**src/rtl/vrt_pkg.sv**
```systemverilog
// ----------------------------------------------------------------------------
// vrt_pkg: shared types and constants of the voxel ray traversal block
// Register indexes, field widths and the per-ray record that the setup
// front end hands over to the cell walker.
// ----------------------------------------------------------------------------
package vrt_pkg;

    localparam int COORD_W = 24;   // world coordinate, 8 fraction bits
    localparam int CELL_W  = 16;   // voxel index on the result port
    localparam int IDX_W   = 18;   // internal voxel index, room for min + length
    localparam int TD_W    = 48;   // travel values, 24 fraction bits
    localparam int TD_FRAC = 24;
    localparam int CS_W    = 16;   // cell size
    localparam int DIV_W   = 40;   // dividend of the per-axis divider
    localparam int DSR_W   = 25;   // divisor of the per-axis divider
    localparam int CFG_IDX_W = 3;

    localparam logic [CFG_IDX_W-1:0] REG_ORIGIN_X    = 3'd0;
    localparam logic [CFG_IDX_W-1:0] REG_ORIGIN_Y    = 3'd1;
    localparam logic [CFG_IDX_W-1:0] REG_ORIGIN_Z    = 3'd2;
    localparam logic [CFG_IDX_W-1:0] REG_CELL_SIZE   = 3'd3;
    localparam logic [CFG_IDX_W-1:0] REG_INDEX_MIN_X = 3'd4;
    localparam logic [CFG_IDX_W-1:0] REG_INDEX_MIN_Y = 3'd5;
    localparam logic [CFG_IDX_W-1:0] REG_INDEX_MIN_Z = 3'd6;

    typedef struct packed {
        logic signed [IDX_W-1:0] cell_start;
        logic signed [IDX_W-1:0] cell_end;
        logic                    dir_pos;
        logic [TD_W-1:0]         delta;
        logic [TD_W-1:0]         travel;
    } axis_rec_t;

    typedef struct packed {
        axis_rec_t x;
        axis_rec_t y;
        axis_rec_t z;
        logic      outside;
    } ray_rec_t;

endpackage

```
**src/rtl/vrt_fifo.sv**
```systemverilog
// ----------------------------------------------------------------------------
// vrt_fifo: two-entry queue of ray records
// Sits between the setup front end and the cell walker.
// ----------------------------------------------------------------------------
module vrt_fifo (
    input  logic              aclk,
    input  logic              aresetn,
    input  logic              push,
    input  vrt_pkg::ray_rec_t push_data,
    output logic              full,
    input  logic              pop,
    output logic              empty,
    output vrt_pkg::ray_rec_t pop_data
);
    import vrt_pkg::*;

    ray_rec_t   mem_reg [2];
    logic       wp_reg, rp_reg;
    logic [1:0] cnt_reg;

    always_ff @(posedge aclk) begin
        if (!aresetn) begin
            wp_reg  <= 1'b0;
            rp_reg  <= 1'b0;
            cnt_reg <= '0;
        end else begin
            if (push) wp_reg <= !wp_reg;
            if (pop)  rp_reg <= !rp_reg;
            cnt_reg <= cnt_reg + 2'(push) - 2'(pop);
        end
        if (push) mem_reg[wp_reg] <= push_data;
    end

    assign full     = cnt_reg == 2'd2;
    assign empty    = cnt_reg == 2'd0;
    assign pop_data = mem_reg[rp_reg];

endmodule

```
**config.mk**
```make
export PLATFORM = sky130hd
export DESIGN_NAME = vrt_fifo
export DESIGN_NICKNAME = d
export VERILOG_FILES = /design/src/rtl/vrt_pkg.sv /design/src/rtl/vrt_fifo.sv
export SDC_FILE = /design/constraint.sdc
export NUM_CORES = 1
export LEC_CHECK = 0
export BUFFER_PORTS_ARGS = -buffer_cell sky130_fd_sc_hd__buf_4
export CELL_PAD_IN_SITES_DETAIL_PLACEMENT = 0
export CELL_PAD_IN_SITES_GLOBAL_PLACEMENT = 1
export CORE_AREA = 4 4 310 312
export CTS_CLUSTER_DIAMETER = 60
export DETAILED_ROUTE_END_ITERATION = 8
export DIE_AREA = 0 0 314 316
export PLACE_DENSITY = 0.73
export SLEW_MARGIN = 15
export SYNTH_ARGS = -nofsm -noshare
export SYNTH_HDL_FRONTEND = slang
export SYNTH_SLANG_ARGS = --single-unit
```
**constraint.sdc**
```tcl
create_clock -name aclk -period 43 [get_ports aclk]
set_clock_uncertainty 0.15 [all_clocks]
set_input_delay 4.3 -clock aclk [delete_from_list [all_inputs] [get_ports aclk]]
set_output_delay 4.3 -clock aclk [all_outputs]
set_load 0.005 [all_outputs]
```
==> impl_metrics.yaml <==
synth:
  synth.net_count: 1672
  synth-edff-count: 800
  synth_top_area_share_pct: 77.1
  synthTopCellsByCount: "800 x edfxtp_1, 400 x mux2_4, 44 x buf_12, 5 x dfxtp_1"
  yosys.area.top_type: "edfxtp_1"
  synth_most_common_cell: "edfxtp_1"
  synthDistinctLibCells: 13
  synth_area_per_cell_um2: 24.6
  synthCells: 1266
  synth_area_um2: 31100
  ys_top_cells_by_area: "edfxtp_1 77%, mux2_4 19%, buf_12 2.8%"
  synth-async-reset-ratio_pct: 0
  yosysSeqAreaShare_pct: 77.5
  yosysWarnings: 0
  ys.flop_type: "edfxtp_1"
  yosys_register_bits: 805
pwr:
  ir_drop_v: 0.0000324
  p_leak_nw: 15.9
  p_per_area_nw_per_um2: 45.3
sta:
  relSlewSlack_pct: 17.3
  rsz0062_at_grt: "false"
  setup_viol: 0
  post-route-period-util_pct: 23.5
  maxSlewViolCount: 0
  holdWs_ps: 432
  fmax_ghz: 0.0989
  tightest_slew_ps: 1240
  final.min_clock_period_ps: 10110
  final-hold-violation-count: 0
  finalSetupTns_ps: 0
global_routing:
  grt_pass1_wl_um: 104000
  grt_pass1_vias: 16100
  globalRouteTotalUtil_pct: 14.1
  grt-ovfl-total: 0
  antenna_found_initial: 4
  grt_max_degree: 158
setup_path:
  critPathMaxFanout: 56
  start_kind: "register"
  arrival_ps: 5660
  required_ps: 38550
  crit_type: "register to primary output"
  reg2reg_slack_ps: 38730
  endpoint_kind: "primary output"
  rr_worst_depth: 4
place:
  gp_congestion: 0.831
  port-buffer-count: 805
  hpwl_um: 52200
  place_area_um2: 38000
worst_hold_path:
  hold_depth: 2
  hold_class: "register to register"
floorplanning:
  core-area_um2: 93000
  start_util_pct: 33.5
  row_count: 112
  die_area_um2: 99200
  fp.dieW_um: 314
  dieHeight_um: 316
  ios: 806
run:
  drv_cap: 0
layout:
  syn2layout_area_growth_pct: 30.7
  drive_gt1_share_pct: 61.2
  largest_register_ffs: 800
  fin_nets: 2536
  fin_util_pct: 43.8
  final_area_um2: 40700
  n_fill_cell: 8123
clocking:
  clk_pin_slew_ps: 60
  cts_tree: "built"
  cts_num_sinks: 805
  cts_setup_buffers: 0
  clock_latency_ps: 620
  clk_path_buf_depth: 3
  root_buffer: "clkbuf_16"
  htreeDepth: 3
  post_cts_resized: 0
  numCtsBuffers: 86
  cts_hold_buffers: 0
detailed_routing:
  drt_iter0_drc: 1042
  wl_per_cell_um: 21.4
  viasPerCell: 4.37
  drt_drc_violations_left: 0
  via_count: 15100
  firstDrtPassIters: 5
  wl_um: 74000
  final_antenna_net_count: 0
outcome:
  status: "completed"
[placed cells by master (no fill, tap or decap)]
cell type | Yosys | layout
buf_4 | 0 | 818
edfxtp_1 | 800 | 800
mux2_4 | 400 | 400
clkbuf_16 | 0 | 88
clkinv_1 | 0 | 17
clkbuf_1 | 0 | 17
clkinv_2 | 0 | 14
inv_6 | 0 | 6
clkinvlp_4 | 0 | 5
bufinv_16 | 0 | 4
dfxtp_1 | 5 | 4
diode_2 | 0 | 3
and2_1 | 4 | 3
nor2b_1 | 4 | 3
inv_1 | 2 | 2
ha_1 | 2 | 2
clkinv_8 | 0 | 2
buf_12 | 44 | 2
nor2b_4 | 0 | 1
nor2_1 | 1 | 1
xor2_1 | 1 | 1
and2_4 | 0 | 1
o21a_1 | 1 | 1
xnor3_1 | 1 | 1
dfxtp_4 | 0 | 1
clkinv_4 | 0 | 1
inv_8 | 0 | 1
buf_16 | 0 | 1
[final timing paths]
kind,start,end
setup / recovery,register,pop_data[120]
setup reg to reg,wp_reg$_SDFFE_PN0P_,mem_reg[1][190]$_DFFE_PP_
hold reg to reg,rp_reg$_SDFFE_PN0P_,register
hold / removal,rp_reg$_SDFFE_PN0P_,register
[per-layer routing]
layer / global-route usage (%) / vias up / part of all wire [%]
met5: 0 / - / 0
met4: 6.32 / 0 / 3.7
met3: 4.91 / 141 / 8.4
met2: 25.3 / 597 / 53
met1: 15.1 / 7561 / 35
li1: - / 6798 / -
[cells by family (layout without fill, tap and decap cells)]
| group | Yosys count | after routing | synth area share, % |
|---|---|---|---|
| multiplexers | 400 | 400 | 19.3 |
| flip-flops | 805 | 805 | 77.5 |
| AO/OA/AOI/OAI | 1 | 1 | 0.0241 |
| other | 0 | 3 | 0 |
| buffers and inverters | 47 | 978 | 2.89 |
| adder cells (fa/ha/maj) | 2 | 2 | 0.0803 |
| XOR/XNOR | 2 | 2 | 0.100 |
| AND/OR/NAND/NOR | 9 | 9 | 0.173 |
[critical path: stages, from the launching register on]
cell and delay [ps]:
dfxtp_4 850, buf_4 890, buf_4 940, buf_4 790
buf_4 840, mux2_4 360, buf_4 140
[stage by stage]
| stage | power (mW) | instances | worst slack [ps] |
|---|---|---|---|
| 4_1_cts | 1.88 | 3450 | 32760 |
| 3_3_place_gp | 1.16 | 3295 | 33600 |
| 6_report | 1.85 | 3454 | 32890 |
| 2_1_floorplan | 1.08 | 1266 | 19990 |
| 5_1_grt | 1.92 | 3453 | 32590 |
| 3_5_place_dp | 1.17 | 3295 | 33500 |
[area by class of cell]
cell class,instances,area (um^2),share of cell area [%]
sequential,805,24100,59.3
antenna,3,7.51,0.0184
timing repair buffer,821,6210,15.2
clock buffer,105,2270,5.57
inverter,2,7.51,0.0184
tap,1254,1570,3.85
clock inverter,50,397,0.974
multi-input combinational,414,6130,15.1
[power breakdown]
part | switching [mW] | internal, mW | leakage, nW
registers | 0.0121 | 0.909 | 7.55
logic | 0.0923 | 0.135 | 7.03
clock network | 0.297 | 0.400 | 1.29
total | 0.401 | 1.44 | 15.9
Note: power is estimated with default switching activity, not from simulation.
