[config.mk]
export PLATFORM = sky130hd
export DESIGN_NAME = vrt_walk
export DESIGN_NICKNAME = d
export VERILOG_FILES = /design/src/rtl/vrt_pkg.sv /design/src/rtl/vrt_walk.sv
export SDC_FILE = /design/constraint.sdc
export NUM_CORES = 1
export LEC_CHECK = 0
export ABC_CLOCK_PERIOD_IN_PS = 26000
export BUFFER_PORTS_ARGS = -buffer_cell sky130_fd_sc_hd__buf_2
export CORE_MARGIN = 5
export CORE_UTILIZATION = 45
export CTS_CLUSTER_DIAMETER = 40
export DETAILED_ROUTE_END_ITERATION = 10
export GPL_ROUTABILITY_DRIVEN = 1
export HOLD_SLACK_MARGIN = 0.12
export PLACE_DENSITY_LB_ADDON = 0.15
export SETUP_SLACK_MARGIN = 0.15
export SLEW_MARGIN = 20
export SYNTH_ARGS = -nofsm -noshare
export SYNTH_HDL_FRONTEND = slang
export SYNTH_SLANG_ARGS = --single-unit
[constraint.sdc]
create_clock -name aclk -period 26 [get_ports aclk]
set_clock_uncertainty 0.1 [all_clocks]
set_input_delay 2.6 -clock aclk [delete_from_list [all_inputs] [get_ports aclk]]
set_output_delay 2.6 -clock aclk [all_outputs]
set_load 0.1 [all_outputs]
[src/rtl/vrt_pkg.sv]
// ----------------------------------------------------------------------------
// vrt_pkg: shared types and constants of the voxel ray traversal block
// Register indexes, field widths and the per-ray record that the setup
// front end hands over to the cell walker.
// ----------------------------------------------------------------------------
package vrt_pkg;

    localparam int COORD_W = 24;   // world coordinate, 8 fraction bits
    localparam int CELL_W  = 16;   // voxel index on the result port
    localparam int IDX_W   = 18;   // internal voxel index, room for min + length
    localparam int TD_W    = 48;   // travel values, 24 fraction bits
    localparam int TD_FRAC = 24;
    localparam int CS_W    = 16;   // cell size
    localparam int DIV_W   = 40;   // dividend of the per-axis divider
    localparam int DSR_W   = 25;   // divisor of the per-axis divider
    localparam int CFG_IDX_W = 3;

    localparam logic [CFG_IDX_W-1:0] REG_ORIGIN_X    = 3'd0;
    localparam logic [CFG_IDX_W-1:0] REG_ORIGIN_Y    = 3'd1;
    localparam logic [CFG_IDX_W-1:0] REG_ORIGIN_Z    = 3'd2;
    localparam logic [CFG_IDX_W-1:0] REG_CELL_SIZE   = 3'd3;
    localparam logic [CFG_IDX_W-1:0] REG_INDEX_MIN_X = 3'd4;
    localparam logic [CFG_IDX_W-1:0] REG_INDEX_MIN_Y = 3'd5;
    localparam logic [CFG_IDX_W-1:0] REG_INDEX_MIN_Z = 3'd6;

    typedef struct packed {
        logic signed [IDX_W-1:0] cell_start;
        logic signed [IDX_W-1:0] cell_end;
        logic                    dir_pos;
        logic [TD_W-1:0]         delta;
        logic [TD_W-1:0]         travel;
    } axis_rec_t;

    typedef struct packed {
        axis_rec_t x;
        axis_rec_t y;
        axis_rec_t z;
        logic      outside;
    } ray_rec_t;

endpackage

[src/rtl/vrt_walk.sv]
// ----------------------------------------------------------------------------
// vrt_walk: cell walker
// Steps through the voxels of one ray, one cell per cycle while the output
// is not stalled, into an output register.
// ----------------------------------------------------------------------------
module vrt_walk #(
    parameter int GRID_LEN = 16
) (
    input  logic                               aclk,
    input  logic                               aresetn,
    input  logic                               rec_empty,
    input  vrt_pkg::ray_rec_t                  rec,
    output logic                               rec_pop,
    output logic                               m_tvalid,
    input  logic                               m_tready,
    output logic [3*vrt_pkg::CELL_W-1:0]       m_tdata,
    output logic                               m_tlast,
    output logic                               m_tuser
);
    import vrt_pkg::*;

    localparam int MAXR = 3 * (GRID_LEN - 1) + 1;
    localparam int CW   = $clog2(MAXR);

    logic                    active_reg;
    logic [CW-1:0]           n_reg;
    logic                    outside_reg;
    logic signed [IDX_W-1:0] x_reg, y_reg, z_reg, xe_reg, ye_reg, ze_reg;
    logic                    px_reg, py_reg, pz_reg;
    logic [TD_W-1:0]         tx_reg, ty_reg, tz_reg, dx_reg, dy_reg, dz_reg;
    logic                    ov_reg;
    logic [3*CELL_W-1:0]     od_reg;
    logic                    ol_reg, ou_reg;

    logic xne, yne, zne, is_last, adv, sel_x, sel_y;
    logic [TD_W:0] sx, sy, sz;

    assign xne     = x_reg != xe_reg;
    assign yne     = y_reg != ye_reg;
    assign zne     = z_reg != ze_reg;
    assign is_last = !(xne || yne || zne) || (n_reg == CW'(MAXR - 1));
    assign adv     = active_reg && (!ov_reg || m_tready);
    assign sel_x   = (tx_reg < ty_reg && tx_reg < tz_reg && xne) || (!yne && !zne);
    assign sel_y   = !sel_x && ((ty_reg < tz_reg && yne) || !zne);
    assign sx      = {1'b0, tx_reg} + {1'b0, dx_reg};
    assign sy      = {1'b0, ty_reg} + {1'b0, dy_reg};
    assign sz      = {1'b0, tz_reg} + {1'b0, dz_reg};
    assign rec_pop = !active_reg && !rec_empty;

    always_ff @(posedge aclk) begin
        if (!aresetn) begin
            active_reg <= 1'b0;
            ov_reg     <= 1'b0;
        end else begin
            if (rec_pop)              active_reg <= 1'b1;
            else if (adv && is_last)  active_reg <= 1'b0;
            if (adv)                  ov_reg <= 1'b1;
            else if (m_tready)        ov_reg <= 1'b0;
        end
        if (rec_pop) begin
            n_reg       <= '0;
            outside_reg <= rec.outside;
            x_reg  <= rec.x.cell_start;  xe_reg <= rec.x.cell_end;
            y_reg  <= rec.y.cell_start;  ye_reg <= rec.y.cell_end;
            z_reg  <= rec.z.cell_start;  ze_reg <= rec.z.cell_end;
            px_reg <= rec.x.dir_pos;  tx_reg <= rec.x.travel;  dx_reg <= rec.x.delta;
            py_reg <= rec.y.dir_pos;  ty_reg <= rec.y.travel;  dy_reg <= rec.y.delta;
            pz_reg <= rec.z.dir_pos;  tz_reg <= rec.z.travel;  dz_reg <= rec.z.delta;
        end else if (adv) begin
            n_reg <= n_reg + CW'(1);
            if (sel_x) begin
                tx_reg <= sx[TD_W] ? '1 : sx[TD_W-1:0];
                x_reg  <= px_reg ? x_reg + IDX_W'(1) : x_reg - IDX_W'(1);
            end else if (sel_y) begin
                ty_reg <= sy[TD_W] ? '1 : sy[TD_W-1:0];
                y_reg  <= py_reg ? y_reg + IDX_W'(1) : y_reg - IDX_W'(1);
            end else begin
                tz_reg <= sz[TD_W] ? '1 : sz[TD_W-1:0];
                z_reg  <= pz_reg ? z_reg + IDX_W'(1) : z_reg - IDX_W'(1);
            end
        end
        if (adv) begin
            od_reg <= {z_reg[CELL_W-1:0], y_reg[CELL_W-1:0], x_reg[CELL_W-1:0]};
            ol_reg <= is_last;
            ou_reg <= outside_reg;
        end
    end

    assign m_tvalid = ov_reg;
    assign m_tdata  = od_reg;
    assign m_tlast  = ol_reg;
    assign m_tuser  = ou_reg;

endmodule

==> key figures <==
Clock network
  – # H-tree levels: 3
  – Total clock sinks: between 400 and 500
  – Cts bufs inserted: 90
  – Resize count post-CTS: 0
  – Postcts setup bufs: 0
  – Worst-Skew Late Latency: between 0.6 and 0.7 ns
  – TritonCTS clock tree: done
  – CTS Buffer Depth: 3
  – CTS Hold Bufs: 0
  – Clk root buf: clkbuf_16
  – Clk pin slew, worst setup/hold paths: approximately 0.050 ns

Routing
  – Vias per cell: between 5 and 6
  – Drt initial violations: 2063
  – Routed wire length: just over 90000 um
  – DRC: 0
  – Final ANT Viol Nets: 0
  – WL/cell: 21.6 um
  – First drt pass iteration count: 5
  – Routed vias: 24000

Logic synthesis
  – Post-synth top area cell: edfxtp_1
  – Most common cell in the netlist: edfxtp_1
  – Synthesis warning total: 0
  – Seq/Total Area, Yosys: approximately 46%
  – Netlist Area Pre-Place: 0.0300 mm^2
  – Cell variety after synth: 81
  – Top post-synthesis cells by area: edfxtp_1, ha_1, a21oi_1, a21o_1, xor2_1
  – EDFF count, synth: between 400 and 500
  – Top_reg_cell synth: edfxtp_1
  – Synth top cells by count: edfxtp_1, ha_1, a21oi_1
  – Post-synth ARST share: 0%
  – Flops & latches, synth: roughly 460
  – Syn Nets: 3537
  – Syn_area_per_cell: between 10 and 15 um^2
  – Yosys top cell area share: between 40% and 50%
  – Syn Inst Count: roughly 2800

Setup path
  – Crit path cell chain: buf_2, or2_4, inv_8, buf_2
  – Critical path startpoint category: input port
  – Crit-path most repeated cell: buf_2
  – Slowest stage delay, CP: around 0.54 ns
  – Worst path slowest cell: inv_8
  – Worst setup path class: input port to output pin
  – CP Max Fanout: about 70
  – Delay-heaviest family, CP: buffers and inverters
  – CP arrival: roughly 4.4 ns
  – CP Buf/Inv Count: 3
  – Critical Path End Type: output pin
  – Req. time, crit path: 23.30 ns

Die
  – Core Rows: 94
  – Die W: 268 um
  – Core Region: around 0.066 mm^2
  – Die footprint: ~0.072 mm^2
  – Initial cell density of the core: 45.5%
  – # IOs: approximately 460
  – Die Y: 268 um

Timing
  – Setup violators final: 0
  – Crit share post-route: a little over a quarter
  – Hold Vio Cnt, Final: 0
  – Final Critical Period: between 7 and 8 ns
  – Least-Margin Pin Slew: roughly 1.1 ns
  – FMAX: about 0.14 GHz
  – Slew Viols, Final: 0
  – Max_slew headroom: 26.1%
  – Unrepaired setup endpoints after global routing: false
  – Setup TNS: 0 ns

Layout
  – Synth-to-layout area growth: 20.9%
  – Nets: 4006
  – Share of cells above drive strength 1: around a fifth

Hold path
  – Hold Path Class: register to register

GRT
  – Gr usage total: roughly 24%
  – Number of global-route vias before repair: roughly 24000
  – Initial antenna violation count: 14
  – Grt total ovfl: 0
  – Largest net degree at the start of global routing: 87
  – First-pass GRT wire length: 135000 um

Power
  – VDD IR max: between 0.00007 and 0.00008 V
  – Lkg Pwr: roughly 16 nW
  – Power Density: between 100 and 150 mW/mm^2
  – Total power: 0.00400 W

Placed design
  – Detailed placement HPWL: around 70000 um
  – GP Congestion: ~0.93
  – Number of port buffers: roughly 460

Flow run
  – Number of max-cap violations: 0

Run status
  – Status: completed
==> worst reg2reg max path, delay by kind of cell, from the launching register on <==
family          cells  cell delay (ns)
fa+ha+maj           1             0.34
flops               1             0.35
simple gates        1             0.21
buf+inv             2             0.84
compound gates      8             2.18
==> metal layers <==
metal	up-vias	GRT usage (%)	wire length, um
li1	11600	-	-
met1	11500	34.7	41300
met2	873	38.0	41200
met3	148	4.16	6170
met4	0	6.84	2410
met5	-	0	0
==> metrics by stage <==
stage | cells | hold WS [ns] | setup WS (ns) | instance area [um^2] | util (%)
after detailed placement | 4033 | 0.307 | 18.89 | 33000 | 50.1
after global routing | 4212 | 0.333 | 18.83 | 36200 | 55.0
after floorplan | 2792 | 0.300 | 13.18 | 30000 | -
after global placement | 4033 | 0.319 | 18.92 | 33000 | 50.1
final | 4216 | 0.334 | 18.93 | 36200 | 55.0
after CTS | 4202 | 0.330 | 18.89 | 36200 | 54.9
==> final cells by class <==
type                            count  area, um^2
Tap cell                          864        1080
Timing Repair Buffer              468        2370
Sequential cell                   458       13700
Inverter                          161         612
Antenna cell                       14        35.0
Clock buffer                       96        2300
Fill cell                        5794       29600
Multi-Input combinational cell   2082       15300
Clock inverter                     73         858
==> cell families after synthesis <==
family          after synthesis  synth area share [%]
compound gates              872                  19.5
xor+xnor                    225                  6.58
fa+ha+maj                   341                  14.4
buf+inv                     252                  3.43
flops                       458                  45.6
mux                           3                 0.104
simple gates                641                  10.3
==> final timing paths <==
check         startpoint          to  slack (ns)  cells after the start
min reg2reg  outside_reg     m_tuser        0.33                      0
max            rec_empty     rec_pop       18.93                      4
max reg2reg    tz_reg[1]  tz_reg[18]       21.49                     12
min          outside_reg     m_tuser        0.33                      0
==> layout by cell type (no fill, tap or decap), types with 13 or more instances in the layout <==
cell type / synthesis / final
nor3_1: 33 / 33
buf_2: 10 / 455
a211oi_1: 14 / 14
nor2b_1: 29 / 29
ha_1: 335 / 335
xor2_1: 122 / 122
nor2_1: 214 / 214
and2_1: 16 / 16
o22a_1: 94 / 94
o21a_1: 21 / 21
clkbuf_16: 0 / 91
xnor2_1: 103 / 103
o21ai_0: 114 / 114
nand2b_1: 24 / 24
a21oi_1: 276 / 276
nand4_1: 57 / 57
nand3_1: 55 / 55
clkinvlp_4: 0 / 14
buf_4: 4 / 13
o211ai_1: 17 / 17
nand2_1: 139 / 138
nor4_1: 18 / 18
o21bai_1: 45 / 45
inv_1: 161 / 159
a21o_1: 149 / 148
edfxtp_1: 450 / 450
inv_6: 0 / 14
diode_2: 0 / 14
a31oi_1: 35 / 35
==> power breakdown <==
group	switching, W	total (W)	internal, W
clock	0.000438	0.00121	0.000767
combinational	0.000976	0.00164	0.000659
sequential	0.000131	0.00116	0.00102
Power figures use the tool's default switching activity.
