--- src/rtl/vrt_pkg.sv ---
// ----------------------------------------------------------------------------
// vrt_pkg: shared types and constants of the voxel ray traversal block
// Register indexes, field widths and the per-ray record that the setup
// front end hands over to the cell walker.
// ----------------------------------------------------------------------------
package vrt_pkg;

    localparam int COORD_W = 24;   // world coordinate, 8 fraction bits
    localparam int CELL_W  = 16;   // voxel index on the result port
    localparam int IDX_W   = 18;   // internal voxel index, room for min + length
    localparam int TD_W    = 48;   // travel values, 24 fraction bits
    localparam int TD_FRAC = 24;
    localparam int CS_W    = 16;   // cell size
    localparam int DIV_W   = 40;   // dividend of the per-axis divider
    localparam int DSR_W   = 25;   // divisor of the per-axis divider
    localparam int CFG_IDX_W = 3;

    localparam logic [CFG_IDX_W-1:0] REG_ORIGIN_X    = 3'd0;
    localparam logic [CFG_IDX_W-1:0] REG_ORIGIN_Y    = 3'd1;
    localparam logic [CFG_IDX_W-1:0] REG_ORIGIN_Z    = 3'd2;
    localparam logic [CFG_IDX_W-1:0] REG_CELL_SIZE   = 3'd3;
    localparam logic [CFG_IDX_W-1:0] REG_INDEX_MIN_X = 3'd4;
    localparam logic [CFG_IDX_W-1:0] REG_INDEX_MIN_Y = 3'd5;
    localparam logic [CFG_IDX_W-1:0] REG_INDEX_MIN_Z = 3'd6;

    typedef struct packed {
        logic signed [IDX_W-1:0] cell_start;
        logic signed [IDX_W-1:0] cell_end;
        logic                    dir_pos;
        logic [TD_W-1:0]         delta;
        logic [TD_W-1:0]         travel;
    } axis_rec_t;

    typedef struct packed {
        axis_rec_t x;
        axis_rec_t y;
        axis_rec_t z;
        logic      outside;
    } ray_rec_t;

endpackage

--- src/rtl/vrt_div.sv ---
// ----------------------------------------------------------------------------
// vrt_div: unsigned restoring divider
// One quotient bit per cycle. A short operation runs 25 steps on a dividend
// that is given pre-shifted to the top; a long one runs all 40 steps.
// ----------------------------------------------------------------------------
module vrt_div (
    input  logic                       aclk,
    input  logic                       aresetn,
    input  logic                       start,
    input  logic                       short_op,
    input  logic [vrt_pkg::DIV_W-1:0]  dividend,
    input  logic [vrt_pkg::DSR_W-1:0]  divisor,
    output logic                       done,
    output logic [vrt_pkg::DIV_W-1:0]  quotient,
    output logic [vrt_pkg::DSR_W-1:0]  remainder
);
    import vrt_pkg::*;

    logic [DIV_W-1:0] dq_reg, dq_next;
    logic [DSR_W-1:0] rem_reg, rem_next;
    logic [5:0]       cnt_reg, cnt_next;
    logic             done_reg, done_next;
    logic [DSR_W:0]   shifted;
    logic             fits;

    always_comb begin
        shifted   = {rem_reg, dq_reg[DIV_W-1]};
        fits      = shifted >= {1'b0, divisor};
        dq_next   = dq_reg;
        rem_next  = rem_reg;
        cnt_next  = cnt_reg;
        done_next = 1'b0;
        if (start) begin
            dq_next  = dividend;
            rem_next = '0;
            cnt_next = short_op ? 6'd25 : 6'd40;
        end else if (cnt_reg != 6'd0) begin
            dq_next   = {dq_reg[DIV_W-2:0], fits};
            rem_next  = fits ? DSR_W'(shifted - {1'b0, divisor}) : shifted[DSR_W-1:0];
            cnt_next  = cnt_reg - 6'd1;
            done_next = (cnt_reg == 6'd1);
        end
    end

    always_ff @(posedge aclk) begin
        if (!aresetn) begin
            cnt_reg  <= '0;
            done_reg <= 1'b0;
        end else begin
            cnt_reg  <= cnt_next;
            done_reg <= done_next;
        end
        dq_reg  <= dq_next;
        rem_reg <= rem_next;
    end

    assign done      = done_reg;
    assign quotient  = dq_reg;
    assign remainder = rem_reg;

endmodule

--- src/rtl/vrt_axis.sv ---
// ----------------------------------------------------------------------------
// vrt_axis: per-axis ray setup
// Finds the start and end cells, the step direction, the travel increment
// and the first boundary distance of one axis with up to four divisions.
// ----------------------------------------------------------------------------
module vrt_axis #(
    parameter int GRID_LEN = 16
) (
    input  logic                                 aclk,
    input  logic                                 aresetn,
    input  logic                                 start,
    input  logic signed [vrt_pkg::COORD_W-1:0]   start_pos,
    input  logic signed [vrt_pkg::COORD_W-1:0]   end_pos,
    input  logic signed [vrt_pkg::COORD_W-1:0]   origin,
    input  logic        [vrt_pkg::CS_W-1:0]      cell_size,
    input  logic signed [vrt_pkg::CELL_W-1:0]    index_min,
    output logic                                 done,
    output logic                                 outside,
    output vrt_pkg::axis_rec_t                   rec
);
    import vrt_pkg::*;

    localparam logic [2:0] ST_IDLE = 3'd0;
    localparam logic [2:0] ST_S    = 3'd1;
    localparam logic [2:0] ST_E    = 3'd2;
    localparam logic [2:0] ST_DEL  = 3'd3;
    localparam logic [2:0] ST_TD   = 3'd4;
    localparam logic [2:0] ST_DONE = 3'd5;

    logic [2:0]                state_reg, state_next;
    logic                      kick_reg, kick_next;
    logic signed [COORD_W:0]   rs_reg, re_reg, d_reg;
    logic [CS_W-1:0]           cs_reg;
    logic signed [IDX_W-1:0]   lo_reg;
    logic signed [COORD_W+1:0] qs_reg, qs_next, qe_reg, qe_next;
    logic [CS_W-1:0]           ms_reg, ms_next, me_reg, me_next;
    logic [TD_W-1:0]           delta_reg, delta_next, td_reg, td_next;

    logic                      div_done;
    logic [DIV_W-1:0]          quo;
    logic [DSR_W-1:0]          rem;
    logic                      short_op;
    logic [DIV_W-1:0]          dividend;
    logic [DSR_W-1:0]          divisor;

    logic signed [COORD_W:0]   cur_r;
    logic [COORD_W:0]          abs_r, abs_d;
    logic                      cur_neg, rem_nz;
    logic [COORD_W+1:0]        q_mag;
    logic signed [COORD_W+1:0] q_fl;
    logic [CS_W-1:0]           m_fl, b_val;
    logic signed [COORD_W+1:0] lo_w, hi_w, lim_w;

    assign cur_r   = (state_reg == ST_S) ? rs_reg : re_reg;
    assign cur_neg = cur_r[COORD_W];
    assign abs_r   = cur_neg ? (COORD_W+1)'(-cur_r) : cur_r;
    assign abs_d   = d_reg[COORD_W] ? (COORD_W+1)'(-d_reg) : d_reg;
    assign b_val   = d_reg[COORD_W] ? ms_reg : cs_reg - ms_reg;

    always_comb begin
        short_op = 1'b0;
        dividend = {cs_reg, {TD_FRAC{1'b0}}};
        divisor  = abs_d;
        case (state_reg)
            ST_S, ST_E: begin
                short_op = 1'b1;
                dividend = {abs_r, {(DIV_W-COORD_W-1){1'b0}}};
                divisor  = {{(DSR_W-CS_W){1'b0}}, cs_reg};
            end
            ST_TD: dividend = {b_val, {TD_FRAC{1'b0}}};
            default: dividend = {cs_reg, {TD_FRAC{1'b0}}};
        endcase
    end

    vrt_div u_div (
        .aclk      (aclk),
        .aresetn   (aresetn),
        .start     (kick_reg),
        .short_op  (short_op),
        .dividend  (dividend),
        .divisor   (divisor),
        .done      (div_done),
        .quotient  (quo),
        .remainder (rem)
    );

    // Floor division of a signed offset from the unsigned magnitude result.
    assign rem_nz = rem[CS_W-1:0] != '0;
    assign q_mag  = {1'b0, quo[COORD_W:0]};
    assign q_fl   = cur_neg ? $signed(~q_mag + (COORD_W+2)'(!rem_nz)) : $signed(q_mag);
    assign m_fl   = (cur_neg && rem_nz) ? cs_reg - rem[CS_W-1:0] : rem[CS_W-1:0];

    always_comb begin
        state_next = state_reg;
        kick_next  = 1'b0;
        qs_next    = qs_reg;
        qe_next    = qe_reg;
        ms_next    = ms_reg;
        me_next    = me_reg;
        delta_next = delta_reg;
        td_next    = td_reg;
        case (state_reg)
            ST_IDLE, ST_DONE: begin
                if (start) begin
                    state_next = ST_S;
                    kick_next  = 1'b1;
                end
            end
            ST_S: begin
                if (div_done) begin
                    qs_next    = q_fl;
                    ms_next    = m_fl;
                    state_next = ST_E;
                    kick_next  = 1'b1;
                end
            end
            ST_E: begin
                if (div_done) begin
                    qe_next = q_fl;
                    me_next = m_fl;
                    if (d_reg == '0) begin
                        delta_next = '1;
                        td_next    = '1;
                        state_next = ST_DONE;
                    end else begin
                        state_next = ST_DEL;
                        kick_next  = 1'b1;
                    end
                end
            end
            ST_DEL: begin
                if (div_done) begin
                    delta_next = {{(TD_W-DIV_W){1'b0}}, quo};
                    state_next = ST_TD;
                    kick_next  = 1'b1;
                end
            end
            ST_TD: begin
                if (div_done) begin
                    td_next    = {{(TD_W-DIV_W){1'b0}}, quo};
                    state_next = ST_DONE;
                end
            end
            default: state_next = ST_IDLE;
        endcase
    end

    always_ff @(posedge aclk) begin
        if (!aresetn) begin
            state_reg <= ST_IDLE;
            kick_reg  <= 1'b0;
        end else begin
            state_reg <= state_next;
            kick_reg  <= kick_next;
        end
        if ((state_reg == ST_IDLE || state_reg == ST_DONE) && start) begin
            rs_reg <= (COORD_W+1)'(start_pos) - (COORD_W+1)'(origin);
            re_reg <= (COORD_W+1)'(end_pos) - (COORD_W+1)'(origin);
            d_reg  <= (COORD_W+1)'(end_pos) - (COORD_W+1)'(start_pos);
            cs_reg <= (cell_size == '0) ? CS_W'(1) : cell_size;
            lo_reg <= IDX_W'(index_min);
        end
        qs_reg    <= qs_next;
        qe_reg    <= qe_next;
        ms_reg    <= ms_next;
        me_reg    <= me_next;
        delta_reg <= delta_next;
        td_reg    <= td_next;
    end

    // Clamp to the map range and test the end point against the map box.
    assign lo_w  = (COORD_W+2)'(lo_reg);
    assign hi_w  = lo_w + (COORD_W+2)'(GRID_LEN - 1);
    assign lim_w = lo_w + (COORD_W+2)'(GRID_LEN);

    always_comb begin
        rec.cell_start = IDX_W'(qs_reg);
        if (qs_reg < lo_w)      rec.cell_start = IDX_W'(lo_w);
        else if (qs_reg > hi_w) rec.cell_start = IDX_W'(hi_w);
        rec.cell_end = IDX_W'(qe_reg);
        if (qe_reg < lo_w)      rec.cell_end = IDX_W'(lo_w);
        else if (qe_reg > hi_w) rec.cell_end = IDX_W'(hi_w);
        rec.dir_pos = !d_reg[COORD_W] && (d_reg != '0);
        rec.delta   = delta_reg;
        rec.travel  = td_reg;
    end

    assign outside = (qe_reg < lo_w) || (qe_reg > lim_w) ||
                     ((qe_reg == lim_w) && (me_reg != '0));
    assign done    = (state_reg == ST_DONE);

endmodule

--- config.mk ---
export PLATFORM = sky130hd
export DESIGN_NAME = vrt_axis
export DESIGN_NICKNAME = d
export VERILOG_FILES = /design/src/rtl/vrt_pkg.sv /design/src/rtl/vrt_div.sv /design/src/rtl/vrt_axis.sv
export SDC_FILE = /design/constraint.sdc
export NUM_CORES = 1
export LEC_CHECK = 0
export ABC_AREA = 1
export BUFFER_PORTS_ARGS = -buffer_cell sky130_fd_sc_hd__buf_4
export CAP_MARGIN = 40
export CORE_MARGIN = 1
export CORE_UTILIZATION = 55
export DETAILED_ROUTE_END_ITERATION = 12
export GPL_ROUTABILITY_DRIVEN = 0
export PLACE_DENSITY = 0.78
export SLEW_MARGIN = 20
export SYNTH_ARGS = -nofsm -noshare
export SYNTH_HDL_FRONTEND = slang
export SYNTH_SLANG_ARGS = --single-unit
--- constraint.sdc ---
create_clock -name aclk -period 5.8 [get_ports aclk]
set_input_delay 0.29 -clock aclk [delete_from_list [all_inputs] [get_ports aclk]]
set_output_delay 0.29 -clock aclk [all_outputs]
set_load 0.1 [all_outputs]
==> qor.csv, run 1 <==
stage,metric,value,unit
timing,finalCriticalPeriod,4.84,ns
route,num_vias,23202,
synth,async_flop_share,0,
synth,ys_seq_area_frac,0.400,
route,drt-total-wl,74.4,mm
critical_path,slowest_stage,edfxtp_1,
final_layout,fillers,3637,
synth,synthCells,3102,
cts,numCtsBuffers,39,
power_and_ir_drop,power_density,542,mW/mm^2
power_and_ir_drop,p_sw,7920,uW
min_path,hp-class,in2reg,
timing,final_hold_viol_count,0,
synth,syn_nets,3452,
cts,clk_pin_slew,0.06,ns
route,via_per_inst,5.84,
power_and_ir_drop,p_leak,0.0135,uW
synth,synth_top_cell_area_share,0.372,
critical_path,r2r_slack,1.12,ns
route,wl_per_cell,18.7,um
timing,setup_violations,0,
cts,cts-root-buf,clkbuf_16,
critical_path,worst_setup_path_end_kind,output port,
critical_path,cp_common_cell,nand2_1,
cts,clockBufferDepth,3,
route,drtIter0Drc,2321,
grt,overflow,0,
grt,groute.usage.overall,0.314,
status,status,completed,
power_and_ir_drop,finalPower,15900,uW
critical_path,crit_arrival,4.55,ns
final_layout,syn2layout_area_growth,15.7,%
route,drtPass1Iterations,8,
cts,clock-sinks,349,
place,portBuffers,241,
min_path,min-delay-start,cell_size[0],
critical_path,reg2reg_depth,24,
floorplan,fp-row-count,78,
synth,yosysTopAreaCell,edfxtp_1,
min_path,min_path_cells,2,
final_layout,multiInputGateArea,0.0133,sq mm
power_and_ir_drop,ir_drop,620,uV
cts,insertion_delay,0.56,ns
final_layout,finalNetCount,3695,
cts,h-tree-depth,2,
synth,ys_seq_elements,349,
critical_path,r2r_start,d_reg[1],
critical_path,critPathKind,reg2out,
grt,antenna_found_initial,1,
power_and_ir_drop,p_clk_frac,0.157,
synth,synth_edf_count,313,
grt,grt_pass1_vias,22678,
timing,finalCritPeriodShare,0.834,
final_layout,regArea,0.0101,sq mm
grt,grt_pass1_wl,117,mm
critical_path,cp.required,5.51,ns
critical_path,slowest_delay,0.56,ns
place,detailed_place_hpwl,57.4,mm
critical_path,crit_buf_inv,2,
floorplan,start_util,0.557,
timing,worstMarginPinSlew,0.812,ns
min_path,whs_endpoint,cs_reg[0],
synth,synth_area,0.0253,sq mm
critical_path,crit_family,simple AND/OR/NAND/NOR gates,
cts,cts_tree,built,
synth,synth.area.top_cells,"edfxtp_1 37%, ha_1 12%, nand2_1 11%",
timing,max_slew_margin,0.454,
critical_path,rr_endpoint,u_div.remainder[5],
route,drtAntennaViolNets,0,
power_and_ir_drop,swShare,0.500,
power_and_ir_drop,seq_power_share,0.263,
timing,slew_viol_final,0,
grt,grt_max_degree,92,
floorplan,die_area,0.0469,sq mm
timing,fmax,207,MHz
final_layout,drive_above_1_share,0.114,
route,drc,0,
critical_path,cp_cell_sequence,"nand3_1, nor2_1, nand2_1, xor2_1, ha_1, nand4_1, inv_1, nand4_1, o211ai_1, nand4_2, nand4_4, nand3_4, nand2_1, nand3_1, nand2_1, buf_4",
floorplan,fp.coreArea,0.0454,sq mm
floorplan,die_w,216,um
timing,fin_hold_ws,0.0129,ns
job,maxCapViolations,0,
floorplan,io-pin-count,242,
synth,yosys.cell_types.count,56,
final_layout,fin_util,0.645,
floorplan,die_h,216,um
critical_path,crit_fanout,18,
timing,rsz0062_at_grt,false,
synth,synth_ff_type,edfxtp_1,
power_and_ir_drop,p_comb_frac,0.580,
synth,yosys_warnings,0,
timing,clock_skew,0.0145,ns
synth,avgSynthCellArea,8.15,sq um
timing,final.setup.tns,0,ns
power_and_ir_drop,intPower,7930,uW
critical_path,startpoint_type,register,
per-layer routing:
metal / global-route usage / part of all wire
met4: 0.171 / 0.057
met2: 0.539 / 0.48
met3: 0.0417 / 0.074
met5: 0 / 0.00017
met1: 0.382 / 0.39
cells by family (layout without fill, tap and decap cells):
group / after synthesis / count (layout) / share of synthesized area
compound gates: 565 / 565 / 0.123
xor+xnor: 173 / 173 / 0.0599
fa+ha+maj: 243 / 243 / 0.122
buf+inv: 495 / 767 / 0.0770
flops: 349 / 349 / 0.400
mux: 6 / 6 / 0.00237
other cells: 0 / 1 / 0
simple gates: 1271 / 1271 / 0.215
layout by cell type (no fill, tap or decap), types with 74 or more instances in the layout:
| master | n |
|---|---|
| nand2_1 | 714 |
| buf_4 | 262 |
| o21ai_0 | 179 |
| nand4_1 | 74 |
| a21oi_1 | 248 |
| ha_1 | 237 |
| nand3_1 | 111 |
| inv_1 | 389 |
| nor2_1 | 238 |
| xor2_1 | 123 |
| edfxtp_1 | 313 |
final cells by class:
class	instances	area share
multi-input cells	2258	0.454
flip-flops and latches	349	0.346
repair buffers	298	0.0804
inverters	399	0.0512
clock buffers	48	0.0352
well taps	600	0.0256
clock inverters	22	0.00816
diodes	1	0.0000855
synth_stat cells, types with 15 or more instances:
cell type  instances
a21oi_1          248
a21o_1            15
inv_1            390
nor2_1           245
buf_4             17
clkbuf_1          62
nand4_1           74
o21ai_0          179
xnor2_1           50
nor3_1            50
or2_2             21
o22ai_1           25
nand3_1          111
nand2_1          714
o21ai_1           15
dfxtp_1           36
xor2_1           123
ha_1             237
edfxtp_1         313
nor4_1            18
power groups by stage:
| stage | clock (uW) | combinational (uW) | sequential, uW |
|---|---|---|---|
| 2_1_floorplan | 0 | 6830 | 4010 |
| 3_3_place_gp | 0 | 8600 | 4180 |
| 3_5_place_dp | 0 | 8930 | 4190 |
| 4_1_cts | 2510 | 9000 | 4140 |
| 5_1_grt | 2590 | 10100 | 4210 |
| 6_report | 2490 | 9200 | 4170 |
repair_timing:
item                                   CTS  global route
buffers inserted                         0             0
setup endpoints to repair                0             0
hold buffers                            31             0
resized for setup                        0             0
endpoints found under the hold margin   31             0
stage by stage:
stage                     instances  area, sq um  setup slack (ns)
after floorplan                3102        25300             0.487
after global placement         3867        27600              1.52
after detailed placement       3871        27700              1.30
after CTS                      3972        29200              1.03
after global routing           3974        29300             0.637
final                          3975        29300             0.960
worst max-delay path by stage:
| stage | cells past startpoint | startpoint | slack [ns] | to |
|---|---|---|---|---|
| final | 16 | lo_reg[6] | 0.96 | rec[122] |
| after global routing | 24 | d_reg[1] | 0.64 | u_div.remainder[5] |
| after CTS | 17 | lo_reg[0] | 1.03 | rec[129] |
| after detailed placement | 20 | state_reg[0] | 1.30 | u_div.remainder[5] |
| after global placement | 20 | state_reg[0] | 1.52 | u_div.remainder[5] |
| after floorplan | 7 | state_reg[1] | 0.49 | kick_reg |
worst register-to-register path, cell delays in order (launching register included):
cell and delay (ns):
edfxtp_1 0.36, inv_1 0.11, ha_1 0.16, inv_1 0.05, nor2_1 0.17, nand4_1 0.17
nor3_1 0.22, nand2_1 0.13, nor3_1 0.19, nand2_1 0.15, nor4_1 0.29, nor2_1 0.09
xor2_1 0.16, nand2_1 0.07, ha_1 0.39, nand2_1 0.09, nor2_1 0.16, inv_1 0.08
nor3_1 0.27, nand4_1 0.15, nand3_1 0.32, buf_4 0.43, o21ai_0 0.18, nand2_1 0.09
o22ai_1 0.08
Power figures use the tool's default switching activity.
==> inputs of run 2 (changes only) <==
--- a/config.mk
+++ b/config.mk
@@ -9,10 +9,10 @@
 export BUFFER_PORTS_ARGS = -buffer_cell sky130_fd_sc_hd__buf_4
 export CAP_MARGIN = 40
 export CORE_MARGIN = 1
-export CORE_UTILIZATION = 55
+export CORE_UTILIZATION = 60
 export DETAILED_ROUTE_END_ITERATION = 12
 export GPL_ROUTABILITY_DRIVEN = 0
-export PLACE_DENSITY = 0.78
+export PLACE_DENSITY = 0.81
 export SLEW_MARGIN = 20
 export SYNTH_ARGS = -nofsm -noshare
 export SYNTH_HDL_FRONTEND = slang
==> constraint.sdc (replaced) <==
create_clock -name aclk -period 4.5 [get_ports aclk]
set_input_delay 0.225 -clock aclk [delete_from_list [all_inputs] [get_ports aclk]]
set_output_delay 0.225 -clock aclk [all_outputs]
set_load 0.1 [all_outputs]
==> qor.csv, run 2 (same netlist as run 1, synthesis figures left out) <==
stage,metric,value,unit,change
critical_path,crit_arrival,4.25,ns,-0.30 ns
final_layout,drive_above_1_share,0.129,,+0.0142
grt,overflow,0,,unchanged
timing,fin_ws,0.0200,ns,-0.940 ns
cts,insertion_delay,0.56,ns,about the same
power_and_ir_drop,p_sw,10300,uW,+31%
timing,worstMarginPinSlew,0.727,ns,-0.0846 ns
floorplan,start_util,0.614,,+0.0565
job,maxCapViolations,0,,unchanged
timing,finalCriticalPeriod,4.48,ns,
route,met2_length,35.6,mm,-0.53%
final_layout,syn2layout_area_growth,17.2,%,
floorplan,die_h,207,um,-4.2%
place,detailed_place_hpwl,57.0,mm,-0.72%
route,num_vias,23825,,+2.7%
timing,slew_viol_final,0,,unchanged
power_and_ir_drop,intPower,10200,uW,+29%
route,dr_wl_met3,7.14,mm,+30%
place,portBuffers,241,,unchanged
power_and_ir_drop,swShare,0.503,,+0.00276
critical_path,crit_fanout,8,,-10
timing,final_hold_viol_count,0,,unchanged
route,drtIter0Drc,2428,,+4.6%
power_and_ir_drop,power_density,695,mW/mm^2,+28%
critical_path,cp.required,4.28,ns,-1.23 ns
floorplan,io-pin-count,242,,unchanged
cts,cts_tree,built,,
timing,rsz0062_at_grt,true,,
timing,max_slew_margin,0.511,,+0.0569
power_and_ir_drop,p_comb_frac,0.592,,+0.012
final_layout,fin_util,0.719,,+0.0743
place,pre_cts_ws,0.353,ns,-0.944 ns
min_path,hp-class,in2reg,,
cts,numCtsBuffers,39,,unchanged
final_layout,diodes,0,,-1
cts,h-tree-depth,2,,unchanged
floorplan,fp-row-count,74,,-5.1%
grt,grt_max_degree,92,,unchanged
grt,groute.usage.overall,0.336,,+0.0214
critical_path,startpoint_type,register,,
grt,grt_pass1_vias,22559,,-0.52%
critical_path,worst_setup_path_end_kind,output port,,
cts,clockBufferDepth,3,,unchanged
power_and_ir_drop,seq_power_share,0.260,,-0.003
route,drt-met1-wl,27.8,mm,-3.9%
status,status,completed,,
timing,fmax,223,MHz,
floorplan,die_w,207,um,-4.2%
cts,clk_pin_slew,0.06,ns,about the same
route,drtAntennaViolNets,0,,unchanged
route,drc,0,,unchanged
grt,grt_pass1_wl,115,mm,-1.6%
grt,antenna_found_initial,0,,-1
timing,finalCritPeriodShare,0.996,,
floorplan,fp.coreArea,0.0412,sq mm,-9.2%
final_layout,mostFrequentLayoutCell,nand2_1,,
power_and_ir_drop,p_leak,0.0137,uW,+1.3%
final_layout,finalNetCount,3729,,+0.92%
final_layout,final_cell_mix,"713 x nand2_1, 388 x inv_1, 313 x edfxtp_1, 286 x buf_4, 248 x a21oi_1",,
power_and_ir_drop,ir_drop,582,uV,-6.0%
timing,setup_violations,0,,unchanged
cts,cts-root-buf,clkbuf_16,,
floorplan,die_area,0.0430,sq mm,-8.3%
route,highest_layer,met4,,
cts,clock-sinks,349,,unchanged
timing,final.setup.tns,0,ns,unchanged
critical_path,critPathKind,reg2out,,
route,drt-total-wl,75.0,mm,+0.82%
route,wl_per_cell,19.0,um,+1.7%
route,drtPass1Iterations,6,,-2
timing,clock_skew,0.0237,ns,+0.00919 ns
route,via_per_inst,6.05,,+3.6%
power_and_ir_drop,p_clk_frac,0.148,,-0.009
-- run 2: cell types whose count changed in the layout (fill, tap and decap cells not counted), sizes merged --
cell	change
diode	-1
buf	+30
bufinv	-3
dlygate4sd3	+2
nand3	+2
clkinv	-3
clkinvlp	+5
-- run 2: final cells by class --
type,count,area [sq um]
clock buffers,48,1060
flip-flops and latches,349,10100
multi-input cells,2260,13500
clock inverters,21,153
well taps,532,666
repair buffers,330,2650
fillers,2949,11600
inverters,399,1500
-- run 2: worst paths after layout --
path                  startpoint  slack (ns)  depth (start not counted)                  end
max                    lo_reg[5]        0.02                         17             rec[123]
min                    origin[0]        0.13                          3            rs_reg[0]
max reg2reg             d_reg[1]        0.44                         24  u_div.remainder[20]
min reg2reg  u_div.remainder[19]        0.50                          2  u_div.remainder[19]
-- run 2: worst max-delay path, cell delays in order, from the launching register on --
cell and delay (ns):
edfxtp_1 0.57, nand3_4 0.19, nor2_1 0.22, nand2_1 0.12, xor2_2 0.19, ha_1 0.36
nand4_1 0.16, inv_1 0.12, nand4_1 0.09, o211ai_1 0.39, nand4_2 0.20, nand4_4 0.19
nand3_4 0.17, buf_4 0.18, nand2_1 0.07, nand3_1 0.13, nand2_1 0.16, buf_12 0.19
-- run 2: power groups by stage --
| stage | sequential (uW) | combinational [uW] | clock (uW) |
|---|---|---|---|
| floorplan | 5150 | 8810 | 0 |
| global placement | 5350 | 11200 | 0 |
| detailed placement | 5370 | 11600 | 0 |
| CTS | 5320 | 11700 | 3070 |
| global route | 5410 | 13200 | 3190 |
| finish | 5360 | 12200 | 3050 |
-- run 2: routing by layer --
layer / global-route usage / up-vias
li1: - / 11056
met1: 0.406 / 10990
met2: 0.570 / 1451
met3: 0.0490 / 328
met4: 0.199 / 0
met5: 0 / -
-- run 2: timing repair --
action | CTS | global route
hold endpoints to repair | 36 | 0
pin swaps | 3 | 3
resized for setup | 5 | 36
gates cloned | 1 | 1
buffers inserted | 10 | 10
setup endpoints to repair | 18 | 62
hold buffers | 33 | 0
-- run 2: metrics by stage --
stage          total power (uW)  instance area, sq um  instances  hold slack, ns
3_3_place_gp              16600                 27600       3812           0.404
5_1_grt                   21800                 29600       3939           0.124
4_1_cts                   20100                 29300       3926           0.101
2_1_floorplan             14000                 25300       3102           0.324
3_5_place_dp              17000                 27700       3813           0.404
6_report                  20600                 29600       3939           0.126
